<file path="config.mk">
export PLATFORM = sky130hd
export DESIGN_NAME = link_loss_failsafe_fsm
export DESIGN_NICKNAME = d
export VERILOG_FILES = /design/src/rtl/core/llf_pkg.sv /design/src/rtl/core/llf_cfg.sv /design/src/rtl/core/llf_core.sv /design/src/rtl/core/link_loss_failsafe_fsm.sv
export SDC_FILE = /design/constraint.sdc
export NUM_CORES = 1
export LEC_CHECK = 0
export BUFFER_PORTS_ARGS = -buffer_cell sky130_fd_sc_hd__buf_2
export CORE_UTILIZATION = 60
export CTS_BUF_LIST = sky130_fd_sc_hd__clkbuf_2 sky130_fd_sc_hd__clkbuf_4 sky130_fd_sc_hd__clkbuf_8
export CTS_CLUSTER_SIZE = 28
export DETAILED_ROUTE_END_ITERATION = 6
export GPL_TIMING_DRIVEN = 0
export HOLD_SLACK_MARGIN = 0.12
export PLACE_DENSITY_LB_ADDON = 0.2
export SLEW_MARGIN = 20
export SYNTH_ARGS = -nofsm -noshare
export SYNTH_HDL_FRONTEND = slang
export SYNTH_SLANG_ARGS = --single-unit
</file>
<file path="constraint.sdc">
create_clock -name clk_i -period 7.1 [get_ports clk_i]
set_input_delay 1.42 -clock clk_i [delete_from_list [all_inputs] [get_ports clk_i]]
set_output_delay 1.42 -clock clk_i [all_outputs]
set_load 0.02 [all_outputs]
</file>
<file path="src/rtl/core/llf_pkg.sv">
// package for the link loss failsafe: codes, register defaults, item types
// no dependencies; imported by every module of the block
`default_nettype none

package llf_pkg;

  localparam int unsigned TimeW   = 32;
  localparam int unsigned HoldW   = 16;
  localparam int unsigned CfgIdxW = 2;
  localparam int unsigned CfgW    = 32;

  // op codes of an input item
  localparam logic OpUpdate = 1'b0;
  localparam logic OpReset  = 1'b1;

  // configuration register indexes
  localparam logic [CfgIdxW-1:0] CfgLossTimeout = 2'd0;
  localparam logic [CfgIdxW-1:0] CfgRecovery    = 2'd1;
  localparam logic [CfgIdxW-1:0] CfgWarningHold = 2'd2;

  // register defaults after reset
  localparam logic [TimeW-1:0] LossTimeoutRst = 32'd1000;
  localparam logic [TimeW-1:0] RecoveryRst    = 32'd500;
  localparam logic [HoldW-1:0] WarningHoldRst = 16'd100;

  // silence reported when no frame was ever seen
  localparam logic [TimeW-1:0] SilenceNever = {TimeW{1'b1}};

  typedef enum logic [1:0] {
    MODE_OK         = 2'd0,
    MODE_WARNING    = 2'd1,
    MODE_ACTIVE     = 2'd2,
    MODE_RECOVERING = 2'd3
  } mode_e;

  typedef struct packed {
    logic [TimeW-1:0] loss_timeout_ms;
    logic [TimeW-1:0] recovery_ms;
    logic [HoldW-1:0] warning_hold_ms;
  } cfg_t;

  typedef struct packed {
    logic             op;
    logic [TimeW-1:0] now_ms;
    logic             frame_seen;
  } item_t;

endpackage

`default_nettype wire

</file>
<file path="src/rtl/core/llf_cfg.sv">
// configuration register file of the link loss failsafe
// depends on llf_pkg
`default_nettype none

module llf_cfg (
  input  wire logic                        clk_i,
  input  wire logic                        rst_ni,
  input  wire logic                        wr_en_i,
  input  wire logic [llf_pkg::CfgIdxW-1:0] wr_index_i,
  input  wire logic [llf_pkg::CfgW-1:0]    wr_data_i,
  output llf_pkg::cfg_t                    cfg_o
);
  import llf_pkg::*;

  cfg_t cfg_q, cfg_d;

  // decode the write, unknown indexes leave everything alone
  always_comb begin
    cfg_d = cfg_q;
    if (wr_en_i) begin
      case (wr_index_i)
        CfgLossTimeout: cfg_d.loss_timeout_ms = wr_data_i;
        CfgRecovery:    cfg_d.recovery_ms     = wr_data_i;
        CfgWarningHold: cfg_d.warning_hold_ms = wr_data_i[HoldW-1:0];
        default:        cfg_d = cfg_q;
      endcase
    end
  end

  always_ff @(posedge clk_i or negedge rst_ni) begin
    if (!rst_ni) begin
      cfg_q.loss_timeout_ms <= LossTimeoutRst;
      cfg_q.recovery_ms     <= RecoveryRst;
      cfg_q.warning_hold_ms <= WarningHoldRst;
    end else begin
      cfg_q <= cfg_d;
    end
  end

  assign cfg_o = cfg_q;

endmodule

`default_nettype wire

</file>
<file path="src/rtl/core/llf_core.sv">
// failsafe state machine: link state, frame timestamps and disarm flag
// depends on llf_pkg; updated once per item when en_i is high
`default_nettype none

module llf_core (
  input  wire logic           clk_i,
  input  wire logic           rst_ni,
  input  wire logic           en_i,
  input  wire llf_pkg::item_t item_i,
  input  wire llf_pkg::cfg_t  cfg_i,
  output llf_pkg::mode_e      link_state_o,
  output logic                disarm_o
);
  import llf_pkg::*;

  mode_e            mode_q, mode_d;
  logic [TimeW-1:0] last_frame_q, last_frame_d;
  logic [TimeW-1:0] lost_q, lost_d;
  logic [TimeW-1:0] regained_q, regained_d;
  logic             disarmed_q, disarmed_d;

  logic [TimeW-1:0] last_eff;
  logic [TimeW-1:0] silence;
  logic             is_reset;
  logic             frame;
  logic             loss_hit;
  logic             hold_over;
  logic             recov_done;

  // silence since the last frame, all ones when nothing was ever received
  assign is_reset   = (item_i.op == OpReset);
  assign frame      = item_i.frame_seen;
  assign last_eff   = frame ? item_i.now_ms : last_frame_q;
  assign silence    = (last_eff == '0) ? SilenceNever : (item_i.now_ms - last_eff);
  assign loss_hit   = (silence >= cfg_i.loss_timeout_ms);
  assign hold_over  = ((item_i.now_ms - lost_q) > {{(TimeW-HoldW){1'b0}}, cfg_i.warning_hold_ms});
  assign recov_done = ((item_i.now_ms - regained_q) >= cfg_i.recovery_ms);

  // next state
  always_comb begin
    mode_d = mode_q;
    if (is_reset) begin
      mode_d = MODE_OK;
    end else begin
      case (mode_q)
        MODE_OK: begin
          if (loss_hit) mode_d = MODE_WARNING;
        end
        MODE_WARNING: begin
          if (frame) mode_d = MODE_OK;
          else if (hold_over) mode_d = MODE_ACTIVE;
        end
        MODE_ACTIVE: begin
          if (frame) mode_d = MODE_RECOVERING;
        end
        MODE_RECOVERING: begin
          if (!frame) mode_d = MODE_ACTIVE;
          else if (recov_done) mode_d = MODE_OK;
        end
        default: mode_d = MODE_OK;
      endcase
    end
  end

  // timestamps and disarm flag that go with each transition
  always_comb begin
    last_frame_d = last_eff;
    lost_d       = lost_q;
    regained_d   = regained_q;
    disarmed_d   = disarmed_q;
    if (is_reset) begin
      last_frame_d = item_i.now_ms;
      lost_d       = '0;
      regained_d   = '0;
      disarmed_d   = 1'b0;
    end else begin
      case (mode_q)
        MODE_OK: begin
          if (loss_hit) lost_d = item_i.now_ms;
        end
        MODE_WARNING: begin
          if (!frame && hold_over) disarmed_d = 1'b1;
        end
        MODE_ACTIVE: begin
          if (frame) regained_d = item_i.now_ms;
        end
        MODE_RECOVERING: begin
          if (frame && recov_done) disarmed_d = 1'b0;
        end
        default: disarmed_d = disarmed_q;
      endcase
    end
  end

  // state registers
  always_ff @(posedge clk_i or negedge rst_ni) begin
    if (!rst_ni) begin
      mode_q       <= MODE_OK;
      last_frame_q <= '0;
      lost_q       <= '0;
      regained_q   <= '0;
      disarmed_q   <= 1'b0;
    end else if (en_i) begin
      mode_q       <= mode_d;
      last_frame_q <= last_frame_d;
      lost_q       <= lost_d;
      regained_q   <= regained_d;
      disarmed_q   <= disarmed_d;
    end
  end

  // result of this item is the state after it
  assign link_state_o = mode_d;
  assign disarm_o     = disarmed_d;

`ifndef SYNTHESIS
  // disarm follows the failsafe states exactly
  assert property (@(posedge clk_i) disable iff (!rst_ni)
    disarmed_q == ((mode_q == MODE_ACTIVE) || (mode_q == MODE_RECOVERING)))
    else $error("disarm flag out of step with link state");

  // recovering is only reached from active or recovering
  assert property (@(posedge clk_i) disable iff (!rst_ni)
    en_i && (mode_d == MODE_RECOVERING) |->
      (mode_q == MODE_ACTIVE) || (mode_q == MODE_RECOVERING))
    else $error("recovering entered from wrong state");

  // state holds between items
  assert property (@(posedge clk_i) disable iff (!rst_ni)
    !en_i |=> $stable(mode_q) && $stable(last_frame_q) && $stable(disarmed_q))
    else $error("state changed without an item");

  // a reset item always lands in ok with disarm clear
  assert property (@(posedge clk_i) disable iff (!rst_ni)
    en_i && (item_i.op == OpReset) |=> (mode_q == MODE_OK) && !disarmed_q)
    else $error("reset item did not clear the failsafe");
`endif

endmodule

`default_nettype wire

</file>
<file path="src/rtl/core/link_loss_failsafe_fsm.sv">
// top level of the radio link loss failsafe: input register, state machine,
// result register and configuration port; depends on llf_pkg, llf_cfg, llf_core
//
//   port group | direction | handshake                 | payload
//   in         | in        | in_valid_i / in_ready_o   | op_i, now_ms_i, frame_seen_i
//   out        | out       | out_valid_o / out_ready_i | link_state_o, disarm_o
//   cfg        | in        | cfg_valid_i / cfg_ready_o | cfg_index_i, cfg_data_i
//
// one item per cycle sustained unless the result side stalls; each item goes
// via the input register, then the result register around the state machine.
// reset returns the state machine to ok and the registers to their defaults.
// a stalled result holds the input register; in_ready_o drops only when both
// the input register and the result register are full.
// the configuration port is always ready and takes effect on the next item.
`default_nettype none

module link_loss_failsafe_fsm (
  input  wire logic                        clk_i,
  input  wire logic                        rst_ni,
  input  wire logic                        in_valid_i,
  output logic                             in_ready_o,
  input  wire logic                        op_i,
  input  wire logic [llf_pkg::TimeW-1:0]   now_ms_i,
  input  wire logic                        frame_seen_i,
  output logic                             out_valid_o,
  input  wire logic                        out_ready_i,
  output logic [1:0]                       link_state_o,
  output logic                             disarm_o,
  input  wire logic                        cfg_valid_i,
  output logic                             cfg_ready_o,
  input  wire logic [llf_pkg::CfgIdxW-1:0] cfg_index_i,
  input  wire logic [llf_pkg::CfgW-1:0]    cfg_data_i
);
  import llf_pkg::*;

  cfg_t  cfg;
  item_t in_item_q;
  logic  in_valid_q;
  logic  out_valid_q;
  mode_e out_state_q;
  logic  out_disarm_q;
  mode_e core_state;
  logic  core_disarm;
  logic  advance;
  logic  in_take;

  // configuration registers
  assign cfg_ready_o = 1'b1;

  llf_cfg u_cfg (
    .clk_i      (clk_i),
    .rst_ni     (rst_ni),
    .wr_en_i    (cfg_valid_i),
    .wr_index_i (cfg_index_i),
    .wr_data_i  (cfg_data_i),
    .cfg_o      (cfg)
  );

  // handshake: an item moves into the result register when it has room
  assign advance    = in_valid_q && (!out_valid_q || out_ready_i);
  assign in_ready_o = !in_valid_q || advance;
  assign in_take    = in_valid_i && in_ready_o;

  // input register
  always_ff @(posedge clk_i or negedge rst_ni) begin
    if (!rst_ni) begin
      in_valid_q <= 1'b0;
    end else if (in_ready_o) begin
      in_valid_q <= in_valid_i;
    end
  end

  always_ff @(posedge clk_i) begin
    if (in_take) begin
      in_item_q.op         <= op_i;
      in_item_q.now_ms     <= now_ms_i;
      in_item_q.frame_seen <= frame_seen_i;
    end
  end

  // failsafe state machine
  llf_core u_core (
    .clk_i        (clk_i),
    .rst_ni       (rst_ni),
    .en_i         (advance),
    .item_i       (in_item_q),
    .cfg_i        (cfg),
    .link_state_o (core_state),
    .disarm_o     (core_disarm)
  );

  // result register
  always_ff @(posedge clk_i or negedge rst_ni) begin
    if (!rst_ni) begin
      out_valid_q <= 1'b0;
    end else if (advance) begin
      out_valid_q <= 1'b1;
    end else if (out_ready_i) begin
      out_valid_q <= 1'b0;
    end
  end

  always_ff @(posedge clk_i) begin
    if (advance) begin
      out_state_q  <= core_state;
      out_disarm_q <= core_disarm;
    end
  end

  assign out_valid_o  = out_valid_q;
  assign link_state_o = out_state_q;
  assign disarm_o     = out_disarm_q;

`ifndef SYNTHESIS
  // a held item is never dropped while the result side stalls
  assert property (@(posedge clk_i) disable iff (!rst_ni)
    in_valid_q && !advance |=> in_valid_q && $stable(in_item_q))
    else $error("pending item lost during stall");

  // a stalled result is not overwritten
  assert property (@(posedge clk_i) disable iff (!rst_ni)
    out_valid_q && !out_ready_i |-> !advance)
    else $error("result overwritten while stalled");

  // every moved item shows up as a result in the next cycle
  assert property (@(posedge clk_i) disable iff (!rst_ni)
    advance |=> out_valid_q)
    else $error("moved item produced no result");
`endif

endmodule

`default_nettype wire
</file>
==> flow_summary_export.csv, run 1 <==
group,metric,value,unit
floorplan,fp.dieW,162.0,µm
layout,utilization,0.6830,
layout,regArea,5659,µm²
drt,first_pass_iters,6,
critical_path,arrival,7.19,ns
critical_path,crit_type,"flip-flop to flip-flop",
cts,worstSkewPairLatency,0.56,ns
power,clkPwrFrac,0.239,
drt,via_count,12770,
critical_path,setup.worst_path.end_class,"flip-flop",
placement,port_buffers,77,
layout,nets,2012,
sta,period_minus_slack,6.733,ns
logic_synthesis,synth_warnings,0,
logic_synthesis,synth-seq-cells,218,
power,p_sw,2.157,mW
logic_synthesis,synth_xor_area_frac,0.04220,
outcome,status,"finished clean",
min_path,min_from,"u_core.regained_q[2]",
critical_path,crit_fanout,10,
placement,dp_hpwl,30010,µm
sta,finalSetupTns,0,ns
logic_synthesis,synthCells,1643,
logic_synthesis,synth_common_cells,"nand2_1 (193), ha_1 (173), inv_1 (172), dfrtp_1 (166), o21ai_0 (96)",
cts,cts_hold_buf,0,
grt,grt_pass1_wl,62470,µm
drt,vias_per_cell,6.015,
cts,cts_buffer_depth,3,
logic_synthesis,synth_top_cell_by_area,"dfrtp_1",
logic_synthesis,synth-compound-area-share,0.1821,
cts,cts_tree,"done",
power,pwr-share-seq,0.303,
run,drv_cap,0,
logic_synthesis,netlist.area_leader.share,0.2705,
logic_synthesis,synth_most_common_cell,"nand2_1",
placement,dpl_cell_area,16210,µm²
power,p_sw_frac,0.3927,
logic_synthesis,avgSynthCellArea,9.347,µm²
logic_synthesis,synth_top_family_by_area,"compound AO/OA/AOI/OAI gates",
cts,clock-sinks,218,
drt,drt_iter0_drc,887,
cts,clk_pin_slew,0.06,ns
floorplan,start_util,0.6116,
critical_path,startpoint_type,"flip-flop",
drt,wl_per_cell,18.45,µm
placement,dp_slack,-0.7284,ns
sta,layout_setup_ws,0.3672,ns
sta,timing.fmax,148.5,MHz
sta,fin_skew,0.01985,ns
grt,antenna_found_initial,1,
power,powerDensity,320.3,nW/µm²
logic_synthesis,async_reset_ff_frac,0.8303,
min_path,worstHoldPathType,"flip-flop to flip-flop",
sta,rsz0062_at_grt,"no",
placement,gp_congestion,0.9279,
sta,worstMarginPinSlew,0.8307,ns
grt,grt_util_all_layers,0.3024,
grt,grt_max_degree,92,
sta,period_share,0.9483,
floorplan,dieArea,26240,µm²
logic_synthesis,synth-simple-area-share,0.1247,
floorplan,core,25110,µm²
power,irDropWorstVdd,0.2174,mV
cts,cts_resized,8,
grt,first_global_vias,12320,
logic_synthesis,synth_fa_ha_area_frac,0.1449,
critical_path,r2r_slack,0.37,ns
cts,numCtsBuffers,39,
layout,final_layout_size_suffix_gt1_frac,0.1645,
logic_synthesis,synth_area,15360,µm²
critical_path,regToRegEndpoint,"u_core.lost_q[4]",
logic_synthesis,synthTopCellsByArea,"dfrtp_1 (27%), ha_1 (14%), edfxtp_1 (7.2%)",
sta,report.final.hold_viol_count,0,
drt,drc,0,
logic_synthesis,syn_nets,1892,
floorplan,fp-row-count,58,
power,intPower,3.336,mW
critical_path,rr_startpoint,"in_item_q[0]",
power,p_comb_frac,0.459,
min_path,worstHoldPathCells,2,
floorplan,io-pin-count,79,
sta,drv_slew,0,
critical_path,ff2ff_path_depth,27,
layout,multi_input_area,8897,µm²
logic_synthesis,seq_area_frac_synth,0.3685,
sta,setup_violations,0,
sta,slew_headroom,0.4462,
logic_synthesis,synth_flop_cell,"dfrtp_1",
layout,num_antenna_cells,0,
layout,n_fill_cell,2030,
logic_synthesis,synth_cell_type_count,76,
power,power_leakage,8.003,nW
cts,post_cts_buffers,0,
cts,htree_num_levels,2,
drt,wirelength,39170,µm
critical_path,worstPathRequired,7.56,ns
cts,cts-root-buf,"clkbuf_8",
layout,final_area,17150,µm²
layout,area_growth_syn_to_layout,11.67,%
drt,ant_nets,0,
grt,overflow,0,
logic_synthesis,synth_edf_count,37,
logic_synthesis,synth_mux_area_frac,0.08155,
floorplan,die_height,162.0,µm
min_path,min_to,"u_core.regained_q[2]",
## area by class of cell
type	instances	share of cell area
Multi-Input combinational cell	1199	0.5188
Sequential cell	218	0.3300
Clock buffer	65	0.04706
Inverter	172	0.03765
Timing Repair Buffer	79	0.02510
Tap cell	330	0.02408
Buffer	54	0.01364
Clock inverter	6	0.003648
## metal layers
layer,global-route usage,part of all wire
met5,0,0
met4,0.1192,0.036
met1,0.4315,0.46
met2,0.4700,0.44
met3,0.03498,0.058
## registers in the layout, summed over array words and instances (netlist names)
name                 cells
u_core.disarmed_q        1
in_valid_q               1
u_core.lost_q           32
u_core.mode_q            2
u_core.last_frame_q     32
in_item_q               34
u_cfg.cfg_o             80
u_core.regained_q       32
out_valid_o              1
disarm_o                 1
link_state_o             2
## worst max-delay path, cell delays in order (launching register included)
cell	delay, ns
edfxtp_1	0.38
clkbuf_1	0.16
clkbuf_4	0.27
clkbuf_4	0.27
mux2i_2	0.32
ha_1	0.36
a21o_1	0.23
a31o_2	0.27
a31oi_2	0.23
a31oi_1	0.15
a211oi_2	0.28
a21oi_1	0.18
a41oi_2	0.26
a311oi_2	0.20
a221oi_2	0.32
xnor2_1	0.15
nand2_1	0.12
ha_1	0.34
nand4_1	0.08
or2_2	0.29
nor4_1	0.28
a21oi_1	0.22
or3_1	0.36
clkbuf_1	0.21
nor2_4	0.20
clkbuf_4	0.26
a22oi_1	0.10
o22ai_1	0.16
## power by group through the flow
stage | combinational, mW | clock (mW) | sequential, mW
final | 2.52 | 1.31 | 1.66
after detailed placement | 2.46 | 0 | 1.68
after global placement | 2.37 | 0 | 1.66
after global routing | 2.81 | 1.38 | 1.68
after floorplan | 1.88 | 0 | 1.63
after CTS | 2.48 | 1.33 | 1.66
## cell families (layout without fill, tap and decap cells)
family                     after synthesis  in the layout
adders and majority gates              176            176
DFF                                    218            218
muxes                                  115            115
other                                    1              1
and+or+nand+nor                        405            405
AOI/OAI and AO/OA                      428            428
xor gates and xnor gates                74             74
buffers and inverters                  226            376
## per-stage QoR
| step | std cells | hold slack, ns | total power [mW] |
|---|---|---|---|
| after floorplan | 1643 | 0.4387 | 3.513 |
| after global placement | 2050 | 0.4504 | 4.029 |
| after detailed placement | 2052 | 0.4559 | 4.134 |
| after CTS | 2123 | 0.4681 | 5.466 |
| after global routing | 2123 | 0.4863 | 5.881 |
| final | 2123 | 0.4648 | 5.493 |
## how the worst max path moves through the flow
| stage | startpoint | endpoint | slack [ns] | cells past startpoint |
|---|---|---|---|---|
| final | in_item_q[0] | u_core.lost_q[4] | 0.37 | 27 |
| after detailed placement | in_item_q[0] | u_core.lost_q[4] | -0.73 | 27 |
| after global placement | in_item_q[0] | u_core.lost_q[3] | -0.63 | 27 |
| after CTS | in_item_q[0] | u_core.lost_q[4] | 0.01 | 27 |
| after global routing | in_item_q[0] | u_core.lost_q[15] | 0.01 | 30 |
| after floorplan | in_item_q[0] | u_core.lost_q[22] | 0.98 | 27 |
## placed cells by master (no fill, tap or decap), types with 53 or more instances in the layout
cell type and count:
nand2_1 193, ha_1 173, inv_1 172, dfrtp_1 166, o21ai_0 96, a21oi_1 95
mux2_2 81, buf_2 79, nand4_1 55, nor2_1 53
No activity file was read; power rests on OpenSTA's default activity.
==> inputs of run 2 (changes only) <==
SYNTH_HIERARCHICAL = 1   (was unset)
==> run 2 against run 1 <==
  * Clock power is 8% lower
  * Design area is 0.31% higher
  * Synthesized area is 1.2% higher
  * Sequential power is 2% higher
  * Die area is 1.2% higher
  * Total power is 4.5% higher
  * First-iteration DRC count is 20% lower
  * Critical path type unchanged
==> flow_summary_export.csv, run 2 <==
group,metric,value,unit
floorplan,dieArea,26540,µm²
cts,cts_buffer_depth,3,
sta,slew_headroom,0.4482,
layout,regArea,5659,µm²
cts,cts_hold_buf,0,
critical_path,r2r_slack,0.34,ns
logic_synthesis,synthCells,1558,
sta,finalSetupTns,0,ns
sta,period_minus_slack,6.757,ns
power,powerDensity,333.6,nW/µm²
drt,first_pass_iters,5,
layout,utilization,0.6792,
floorplan,core,25330,µm²
run,drv_cap,0,
cts,cts_resized,7,
power,power.total,5.738,mW
logic_synthesis,netlist.area_leader.share,0.2673,
logic_synthesis,avgSynthCellArea,9.973,µm²
min_path,min_from,"u_core/regained_q[4]",
critical_path,cp_common_cell,"a21o_1",
logic_synthesis,synth_cell_type_count,76,
cts,numCtsBuffers,39,
logic_synthesis,synth_most_common_cell,"ha_1",
layout,n_fill_cell,2069,
layout,nets,1926,
placement,dp_cells,1966,
drt,drt_iter0_drc,711,
critical_path,startpoint_type,"flip-flop",
critical_path,slowest_delay,0.45,ns
logic_synthesis,synth_top_cell_by_area,"dfrtp_1",
logic_synthesis,seq_area_frac_synth,0.3642,
layout,fin_cells,2034,
grt,antenna_found_initial,0,
cts,clk_pin_slew,0.06,ns
logic_synthesis,synth_common_cells,"ha_1 (173), inv_1 (167), dfrtp_1 (166), mux2_2 (152), nand2_1 (96)",
sta,timing.fmax,148.0,MHz
power,p_sw_frac,0.3930,
min_path,worstHoldPathType,"flip-flop to flip-flop",
critical_path,worstSetupStartpoint,"in_item_q[0]",
grt,grt_max_degree,100,
sta,layout_setup_ws,0.3434,ns
power,p_comb_frac,0.492,
critical_path,arrival,7.18,ns
placement,port_buffers,77,
sta,worstMarginPinSlew,0.8221,ns
power,power_leakage,8.213,nW
sta,period_share,0.9516,
cts,worstSkewPairLatency,0.56,ns
critical_path,cp_slowest_cell,"mux2i_1",
sta,setup_violations,0,
drt,wirelength,39070,µm
critical_path,regToRegEndpoint,"u_core/lost_q[19]",
drt,drc,0,
floorplan,fp.dieW,162.9,µm
floorplan,io-pin-count,79,
layout,num_antenna_cells,0,
power,pwr-share-seq,0.297,
logic_synthesis,async_reset_ff_frac,0.8303,
grt,overflow,0,
logic_synthesis,synth_area,15540,µm²
power,irDropWorstVdd,0.2214,mV
critical_path,rr_startpoint,"in_item_q[0]",
layout,largest_reg_flops,80,
critical_path,crit_fanout,10,
power,intPower,3.483,mW
floorplan,fp-row-count,58,
drt,vias_per_cell,5.894,
critical_path,worstPathRequired,7.53,ns
layout,final_layout_size_suffix_gt1_frac,0.2077,
layout,mostFrequentLayoutCells,"ha_1 (173), inv_1 (167), dfrtp_1 (166)",
logic_synthesis,syn_nets,1807,
critical_path,ff2ff_path_depth,26,
cts,cts-root-buf,"clkbuf_8",
logic_synthesis,synth-seq-cells,218,
logic_synthesis,synth_edf_count,37,
sta,report.final.hold_viol_count,0,
grt,grt_pass1_wl,61690,µm
min_path,min_to,"u_core/regained_q[4]",
placement,dp_slack,-0.5121,ns
power,p_sw,2.255,mW
power,clkPwrFrac,0.211,
cts,post_cts_buffers,0,
cts,clock-sinks,218,
min_path,worstHoldPathCells,2,
critical_path,setup.worst_path.end_class,"flip-flop",
floorplan,start_util,0.6135,
drt,wl_per_cell,19.21,µm
floorplan,die_height,162.9,µm
cts,cts_tree,"done",
grt,grt_util_all_layers,0.3019,
drt,via_count,11990,
cts,htree_num_levels,2,
outcome,status,"finished clean",
layout,area_growth_syn_to_layout,10.71,%
grt,first_global_vias,11930,
drt,ant_nets,0,
sta,drv_slew,0,
layout,multi_input_area,9091,µm²
logic_synthesis,synth_flop_cell,"dfrtp_1",
sta,rsz0062_at_grt,"no",
layout,final_common_cell,"ha_1",
critical_path,crit_type,"flip-flop to flip-flop",
logic_synthesis,synth_warnings,6,
logic_synthesis,synthTopCellsByArea,"dfrtp_1 (27%), ha_1 (14%), mux2_2 (11%)",
placement,dp_hpwl,30630,µm
placement,gp_congestion,0.8988,
sta,fin_skew,0.02772,ns
[run 2: changes by cell type in the layout (fill, tap and decap cells not counted), moves of 24 or more]
cell / before / now
mux2_2: 81 / 152
nand2_1: 193 / 96
a22oi_1: 33 / 0
nand4_1: 55 / 28
o22ai_1: 35 / 2
nor2b_1: 12 / 36
o21ai_0: 96 / 56
[run 2: cell type report]
type / instances / area share
plain buffers: 41 / 0.01127
flip-flops and latches: 218 / 0.3290
well taps: 330 / 0.02400
clock inverters: 8 / 0.004073
repair buffers: 78 / 0.02458
multi-input cells: 1132 / 0.5285
clock buffers: 60 / 0.04219
inverters: 167 / 0.03644
[run 2: worst max path at each step]
stage                   endpoint  slack [ns]  cells past startpoint
2_1_floorplan  u_core/lost_q[11]        1.46                     25
3_3_place_gp    u_core/lost_q[9]       -0.48                     24
3_5_place_dp    u_core/lost_q[3]       -0.51                     26
4_1_cts        u_core/lost_q[20]        0.08                     26
5_1_grt        u_core/lost_q[27]        0.03                     26
6_report       u_core/lost_q[19]        0.34                     26
[run 2: power by group through the flow]
stage	logic (mW)	clock network, mW	registers (mW)
after floorplan	2.13	0	1.67
after global placement	2.69	0	1.71
after detailed placement	2.78	0	1.72
after CTS	2.80	1.24	1.70
after global routing	3.17	1.29	1.73
final	2.82	1.21	1.70
[run 2: per-layer routing]
layer | vias up | GRT usage | wire length [µm]
li1 | 5818 | - | -
met4 | 0 | 0.1559 | 1916
met1 | 5774 | 0.3750 | 16410
met5 | - | 0 | 0
met3 | 82 | 0.03820 | 1793
met2 | 315 | 0.5135 | 18950
[run 2: per-stage QoR]
step | area, µm² | hold slack (ns)
after global routing | 17200 | 0.5011
after floorplan | 15540 | 0.4492
final | 17200 | 0.4847
after CTS | 17190 | 0.4879
after global placement | 16340 | 0.4652
after detailed placement | 16370 | 0.4744
[run 2: cells by family after synthesis]
kind of cell	count (synthesis)	synth area share
other	1	0.0002413
AOI/OAI and AO/OA	332	0.1415
DFF	218	0.3642
and+or+nand+nor	353	0.1180
xor gates and xnor gates	70	0.03946
buffers and inverters	208	0.05226
muxes	200	0.1412
adders and majority gates	176	0.1432
[run 2: critical path, delay by kind of cell, from the launching register on]
family / cells / cell delay (ns)
adders and majority gates: 2 / 0.65
DFF: 1 / 0.33
xor gates and xnor gates: 1 / 0.17
AOI/OAI and AO/OA: 12 / 2.63
buffers and inverters: 3 / 0.76
and+or+nand+nor: 6 / 1.36
muxes: 2 / 0.77
